==> src/hw/rtl/hqw_pkg.sv <==
// Package for the header Q-word encoder: transaction types, register indexes,
// character constants and the byte classification helpers.
// Depends on nothing; every other file of the block imports it.
package hqw_pkg;

    localparam int unsigned CharsetMax   = 8;
    localparam int unsigned CharsetLenW  = 4;
    localparam int unsigned CharsetBitsW = 8 * CharsetMax;
    localparam int unsigned CountW       = 5;    // up to 18 output bytes per input byte
    localparam int unsigned CfgIndexW    = 2;

    localparam logic [CfgIndexW-1:0] REG_CHARSET_BYTES  = 2'd0;
    localparam logic [CfgIndexW-1:0] REG_CHARSET_LENGTH = 2'd1;

    localparam logic [7:0] CH_EQUAL    = 8'h3D;
    localparam logic [7:0] CH_QUESTION = 8'h3F;
    localparam logic [7:0] CH_UNDER    = 8'h5F;
    localparam logic [7:0] CH_SPACE    = 8'h20;
    localparam logic [7:0] CH_Q        = 8'h51;
    localparam logic [7:0] CH_TWO      = 8'h32;
    localparam logic [7:0] CH_ZERO     = 8'h30;
    localparam logic [7:0] CH_UPPER_A  = 8'h41;
    localparam logic [7:0] CTRL_LAST   = 8'h1F;
    localparam logic [7:0] CH_DEL      = 8'h7F;

    typedef struct packed {
        logic [7:0] in_byte;
        logic       is_final;
    } hqw_in_t;

    typedef struct packed {
        logic [7:0] out_byte;
        logic       last_of_run;
    } hqw_out_t;

    // Everything the byte sequencer needs to emit the bytes of one input byte.
    typedef struct packed {
        logic                   prefix;     // opens the encoded word here
        logic [CharsetLenW-1:0] cs_len;     // saturated charset length
        logic                   body3;      // body is a three-byte escape
        logic                   suffix;     // closes the encoded word here
        logic [2:0][7:0]        body;       // body bytes, element 0 first
        logic [CountW-1:0]      count;      // total output bytes
    } hqw_plan_t;

    function automatic logic is_special(input logic [7:0] b);
        return (b == CH_EQUAL) || (b == CH_QUESTION) || (b == CH_UNDER) ||
               (b <= CTRL_LAST) || (b >= CH_DEL);
    endfunction

    function automatic logic [7:0] hex_digit(input logic [3:0] v);
        logic [7:0] r;
        if (v < 4'd10)
            r = CH_ZERO + {4'd0, v};
        else
            r = CH_UPPER_A + {4'd0, v - 4'd10};
        return r;
    endfunction

endpackage

==> src/hw/rtl/hqw_byte_sel.sv <==
// Output byte selector: picks the byte at a given position of one plan.
// Depends on hqw_pkg for the plan type and the character constants.
module hqw_byte_sel
    import hqw_pkg::*;
(
    input  hqw_plan_t               plan,
    input  logic [CountW-1:0]       idx,
    input  logic [CharsetBitsW-1:0] charset_bytes,
    output logic [7:0]              out_byte,
    output logic                    last
);

    logic [CountW-1:0] body_start;
    logic [CountW-1:0] body_len;
    logic [CountW-1:0] body_off;
    logic [CountW-1:0] cs_end;
    logic [CountW-1:0] cs_off;
    logic [CountW-1:0] tail_off;

    always_comb
    begin
        cs_end     = CountW'(2) + CountW'(plan.cs_len);
        body_start = plan.prefix ? cs_end + CountW'(3) : '0;
        body_len   = plan.body3 ? CountW'(3) : CountW'(1);
        body_off   = idx - body_start;
        cs_off     = idx - CountW'(2);
        tail_off   = idx - cs_end;
        last       = (idx == plan.count - CountW'(1));

        if (plan.prefix && idx < body_start) begin
            // Encoded-word header: "=?", the charset name, then "?Q?".
            if (idx < CountW'(2))
                out_byte = idx[0] ? CH_QUESTION : CH_EQUAL;
            else if (idx < cs_end)
                out_byte = charset_bytes[{cs_off[2:0], 3'b000} +: 8];
            else
                out_byte = (tail_off == CountW'(1)) ? CH_Q : CH_QUESTION;
        end else if (body_off < body_len) begin
            out_byte = plan.body[body_off[1:0]];
        end else begin
            out_byte = (body_off == body_len) ? CH_QUESTION : CH_EQUAL;
        end
    end

endmodule

==> src/hw/rtl/header_q_word_encoder.sv <==
// Path: an accepted byte is held in the plan register, then moves to the output register;
// throughput: one output byte per cycle while out_stall is low, so an input byte
// yields 1 to 18 output bytes, 1 for a plain byte and 3 in the body of an escape.
// The output byte counter walking the plan register emits them in order.
// Reset: rst_n clears config to zero, returns to the plain phase and empties all stages.
//
// Top level of the header Q-word encoder. Depends on hqw_pkg and hqw_byte_sel.
module header_q_word_encoder
    import hqw_pkg::*;
(
    input  logic                    clk,
    input  logic                    rst_n,
    input  logic                    in_valid,
    output logic                    in_stall,
    input  hqw_in_t                 in_data,
    output logic                    out_valid,
    input  logic                    out_stall,
    output hqw_out_t                out_data,
    input  logic                    cfg_valid,
    output logic                    cfg_ready,
    input  logic [CfgIndexW-1:0]    cfg_index,
    input  logic [CharsetBitsW-1:0] cfg_data
);

    // Configuration registers. Writes are accepted every cycle.
    logic [CharsetBitsW-1:0] charset_reg;
    logic [CharsetLenW-1:0]  cs_len_reg;

    // Phase state across the bytes of one header string.
    logic encoding_reg, encoding_next;
    logic blank_reg, blank_next;

    // Plan stage: holds the decoded form of the byte being emitted.
    logic              hold_valid_reg, hold_valid_next;
    hqw_plan_t         plan_reg, plan_next;
    logic [CountW-1:0] idx_reg, idx_next;

    // Output register.
    logic     out_valid_reg, out_valid_next;
    hqw_out_t out_data_reg;

    logic       in_accept;
    logic       advance;
    logic       sel_last;
    logic [7:0] sel_byte;
    logic       b_special;
    logic       b_space;
    logic       plain;
    logic       enc_now;
    logic [CharsetLenW-1:0] len_sat;

    assign cfg_ready = 1'b1;

    always_ff @(posedge clk or negedge rst_n)
    begin
        if (!rst_n) begin
            charset_reg <= '0;
            cs_len_reg  <= '0;
        end else if (cfg_valid && cfg_ready) begin
            case (cfg_index)
                REG_CHARSET_BYTES:  charset_reg <= cfg_data;
                REG_CHARSET_LENGTH: cs_len_reg  <= cfg_data[CharsetLenW-1:0];
                default: ;
            endcase
        end
    end

    // The output register advances when it is empty or being taken. The plan
    // stage frees up in the same cycle its last byte moves out, so a new input
    // transaction is taken then without a bubble.
    assign advance   = !out_valid_reg || !out_stall;
    assign in_stall  = hold_valid_reg && !(advance && sel_last);
    assign in_accept = in_valid && !in_stall;

    // Decode of the incoming byte against the current phase.
    always_comb
    begin
        b_special = is_special(in_data.in_byte);
        b_space   = (in_data.in_byte == CH_SPACE);
        len_sat   = (cs_len_reg > CharsetLenW'(CharsetMax)) ?
                    CharsetLenW'(CharsetMax) : cs_len_reg;

        // A trailing space on a string of only spaces opens an encoded word too.
        plain   = !encoding_reg && !b_special &&
                  !(blank_reg && b_space && in_data.is_final);
        enc_now = encoding_reg || !plain;

        plan_next.prefix = !encoding_reg && !plain;
        plan_next.cs_len = len_sat;
        plan_next.body3  = enc_now && (b_special || b_space);
        plan_next.suffix = enc_now && in_data.is_final;
        if (enc_now && b_special) begin
            plan_next.body[0] = CH_EQUAL;
            plan_next.body[1] = hex_digit(in_data.in_byte[7:4]);
            plan_next.body[2] = hex_digit(in_data.in_byte[3:0]);
        end else if (enc_now && b_space) begin
            plan_next.body[0] = CH_EQUAL;
            plan_next.body[1] = CH_TWO;
            plan_next.body[2] = CH_ZERO;
        end else begin
            plan_next.body[0] = in_data.in_byte;
            plan_next.body[1] = in_data.in_byte;
            plan_next.body[2] = in_data.in_byte;
        end
        plan_next.count = (plan_next.prefix ? CountW'(5) + CountW'(len_sat) : CountW'(0))
                        + (plan_next.body3 ? CountW'(3) : CountW'(1))
                        + (plan_next.suffix ? CountW'(2) : CountW'(0));

        // A final byte always returns the phase state to its reset values.
        if (in_data.is_final) begin
            encoding_next = 1'b0;
            blank_next    = 1'b1;
        end else begin
            encoding_next = enc_now;
            blank_next    = (plain && !b_space) ? 1'b0 : blank_reg;
        end
    end

    hqw_byte_sel u_byte_sel (
        .plan          (plan_reg),
        .idx           (idx_reg),
        .charset_bytes (charset_reg),
        .out_byte      (sel_byte),
        .last          (sel_last)
    );

    always_comb
    begin
        hold_valid_next = hold_valid_reg;
        idx_next        = idx_reg;
        out_valid_next  = out_valid_reg;

        if (advance) begin
            out_valid_next = hold_valid_reg;
            if (hold_valid_reg) begin
                if (sel_last) begin
                    hold_valid_next = 1'b0;
                    idx_next        = '0;
                end else begin
                    idx_next = idx_reg + CountW'(1);
                end
            end
        end
        if (in_accept) begin
            hold_valid_next = 1'b1;
            idx_next        = '0;
        end
    end

    always_ff @(posedge clk or negedge rst_n)
    begin
        if (!rst_n) begin
            encoding_reg   <= 1'b0;
            blank_reg      <= 1'b1;
            hold_valid_reg <= 1'b0;
            idx_reg        <= '0;
            out_valid_reg  <= 1'b0;
        end else begin
            hold_valid_reg <= hold_valid_next;
            idx_reg        <= idx_next;
            out_valid_reg  <= out_valid_next;
            if (in_accept) begin
                encoding_reg <= encoding_next;
                blank_reg    <= blank_next;
            end
        end
    end

    // Payload registers carry no reset.
    always_ff @(posedge clk)
    begin
        if (in_accept)
            plan_reg <= plan_next;
        if (advance && hold_valid_reg) begin
            out_data_reg.out_byte    <= sel_byte;
            out_data_reg.last_of_run <= sel_last;
        end
    end

    assign out_valid = out_valid_reg;
    assign out_data  = out_data_reg;

    // The byte counter never runs past the planned byte count.
    a_idx_in_range: assert property (@(posedge clk) disable iff (!rst_n)
        hold_valid_reg |-> (idx_reg < plan_reg.count))
        else $error("byte counter beyond plan count");

    // An accepted input transaction is always held in the plan stage next cycle.
    a_accept_holds: assert property (@(posedge clk) disable iff (!rst_n)
        in_accept |=> (hold_valid_reg && idx_reg == '0))
        else $error("accepted transaction not loaded into plan stage");

    // A final byte leaves the block back in the plain phase.
    a_final_resets: assert property (@(posedge clk) disable iff (!rst_n)
        (in_accept && in_data.is_final) |=> (!encoding_reg && blank_reg))
        else $error("phase state not cleared after final byte");

    // The output register only moves when it is empty or taken.
    a_out_held: assert property (@(posedge clk) disable iff (!rst_n)
        (out_valid_reg && out_stall) |=> (out_valid_reg && $stable(out_data_reg)))
        else $error("stalled output transaction changed");

endmodule
==> config.mk <==
export PLATFORM = sky130hd
export DESIGN_NAME = header_q_word_encoder
export DESIGN_NICKNAME = d
export VERILOG_FILES = /design/src/hw/rtl/hqw_pkg.sv /design/src/hw/rtl/hqw_byte_sel.sv /design/src/hw/rtl/header_q_word_encoder.sv
export SDC_FILE = /design/constraint.sdc
export NUM_CORES = 1
export LEC_CHECK = 0
export BUFFER_PORTS_ARGS = -buffer_cell sky130_fd_sc_hd__buf_4
export CAP_MARGIN = 25
export CORE_ASPECT_RATIO = 1.75
export CORE_MARGIN = 5
export CORE_UTILIZATION = 58
export DETAILED_ROUTE_END_ITERATION = 10
export GPL_TIMING_DRIVEN = 0
export PLACE_DENSITY = 0.8
export REMOVE_ABC_BUFFERS = 1
export SLEW_MARGIN = 30
export SYNTH_ARGS = -nofsm -noshare
export SYNTH_HDL_FRONTEND = slang
export SYNTH_HIERARCHICAL = 1
export SYNTH_SLANG_ARGS = --single-unit
==> constraint.sdc <==
create_clock -name clk -period 14.3 [get_ports clk]
set_clock_uncertainty 0.15 [all_clocks]
set_input_delay 1.43 -clock clk [delete_from_list [all_inputs] [get_ports clk]]
set_output_delay 1.43 -clock clk [all_outputs]
set_load 0.02 [all_outputs]
==> results.md <==
* Outcome: complete, no violations
* Skew-Pair Late Insertion Delay at 410 ps
* Grt total ovfl at 0
* N_diodes at 0
* WP data arrival at 2990 ps
* Worst-path clk slew at 60 ps
* RSZ-0062 raised after global routing: no
* Die area at 13,640 um2
* Synthesized instance count at 520
* Core footprint at 11,100 um2
* Ratio of cells with drive above 1 in the final layout at 37.30%
* Floorplan row count at 51
* Drt drc at 0
* Tmin final at 4569 ps
* Via density at 5.992
* Post-DP HPWL at 11,150 um
* Setup repair bufs after CTS at 0
* Worst Hold Launch: charset_reg[14]
* Die X at 90.45 um
* Setup Crit Path Kind: reg2out
* Critical Path Fanout Max at 6
* Final max-slew violation count at 0
* RR Endpoint: encoding_reg
* Max reg flops at 64
* Routability congestion estimate at 0.9380
* Hold Crit Class: reg2reg
* First-pass GRT wire length at 24,630 um
* Worst Tran Pin Value at 814.6 ps
* Starting DRT DRC Count at 271
* Vias in the first global route at 5,025
* H-tree levels at 4
* Total CTS buffers at 17
* Hold Crit Depth at 1
* Largest net degree at the start of global routing at 78
* Filler Cell Count at 764
* Clk sinks at 119
* Path depth of the worst reg2reg path at 12
* Die Ht at 150.8 um
* Root buffer cell: clkbuf_16
* CTS Hold Bufs at 0
* Clock Path Buffers at 2
* Worst min-delay path endpoint: charset_reg[14]
* R2R setup slack at 10,850 ps
* Hold Vio Cnt, Final at 0
* Initial core utilization at 59.16%
* Relative slew slack at 45.19%
* Max rail drop VDD at 0.1014 mV
* Final Hold Slack at 352.9 ps
* Total power at 1.306 mW
* Antenna-violating nets left at 0
* Footprint of the multi-input gates at 3191 um2
* Power density over cell area at 163.9 nW/um2
* Startpoint types: register
* Ys Warns at 6
* Required @ worst endpoint at 12,720 ps
* Initial antenna violation count at 0
* FF/Latch Area at 3192 um2
* Post-cts resize count at 0
* Post-synthesis cell area at 6569 um2
* Final #Nets at 732
* Total number of vias at 4,566
* Max-Cap Viols at 0
* Leak Pwr at 3.291 nW
* Io pins at 92
* Synthesis-to-layout area growth at 21.28%
* Period Utilization, post-route at 31.95%
* CTS tree: yes
* Final setup violation count at 0
* Routed length per instance at 19.95 um
* R2r startpoint: plan_reg[0]
* Total global-route track usage at 23.20%
* PortBufs at 90
* Crit end category: output pin
* Setup_tns at 0 ps
* Drt pass-1 iters at 5
* Syn_area_per_cell at 12.63 um2
* Routed Wire Length at 15,200 um
* Max Clock Freq at 218.9 MHz
cell type report:
cell class / instances / area share (%)
Clock buffer: 18 / 5.387
Clock inverter: 14 / 1.775
Inverter: 24 / 1.131
Multi-Input combinational cell: 356 / 40.05
Sequential cell: 119 / 40.07
Tap cell: 132 / 2.073
Timing Repair Buffer: 99 / 9.518
worst max-delay path by stage:
stage,start,end,slack [ps],depth (start not counted)
after CTS,plan_reg[0],in_stall,9780,10
after detailed placement,in_data[6],plan_reg[3],9340,12
after floorplan,cfg_index[1],charset_reg[0],7280,2
after global routing,plan_reg[0],in_stall,9560,10
final,plan_reg[0],in_stall,9730,10
after global placement,cfg_index[0],charset_reg[32],5210,3
through the flow:
step	instances	instance area (um2)	util, %	setup WS (ps)
2_1_floorplan	499	6454	-	7277
3_3_place_gp	721	7295	65.70	5211
3_5_place_dp	730	7392	66.58	9343
4_1_cts	762	7963	71.72	9776
5_1_grt	762	7966	71.75	9563
6_report	762	7966	71.75	9731
layer usage:
metal | wire length [um] | vias to the layer above | global-route usage [%]
li1 | - | 2121 | -
met1 | 5384 | 2280 | 23.21
met2 | 8703 | 133 | 43.73
met3 | 590 | 32 | 5.467
met4 | 523 | 0 | 12.59
met5 | 0 | - | 0
power breakdown:
group / switching, mW / internal [mW]
sequential: 0.0681 / 0.418
clock: 0.165 / 0.243
combinational: 0.201 / 0.211
total: 0.433 / 0.872
placed cells by master (no fill, tap or decap), types with 4 or more instances in the layout:
master	count
buf_4	96
dfrtp_1	74
mux2_2	68
edfxtp_1	42
ha_1	31
nor2_1	26
nand2_1	25
inv_1	22
a21oi_1	18
clkbuf_16	17
mux4_2	16
o21ai_0	15
mux2i_1	12
nor2b_1	11
xnor2_1	11
nand2b_1	11
nor3_1	10
a211oi_1	9
o22ai_1	8
xor2_1	7
and2_1	5
a22oi_1	5
inv_6	5
nand3b_1	4
nand3_1	4
or2_2	4
fa_1	4
clkinvlp_4	4
critical path: stages, from the launching register on:
cell      delay, ps
edfxtp_1        420
inv_1            90
ha_1            210
nand2b_1        160
a21oi_1          70
a311oi_1        260
a41oi_1          70
nor4_1          640
a21bo_2         330
and2_1          170
buf_4           160
Power figures use the tool's default switching activity.
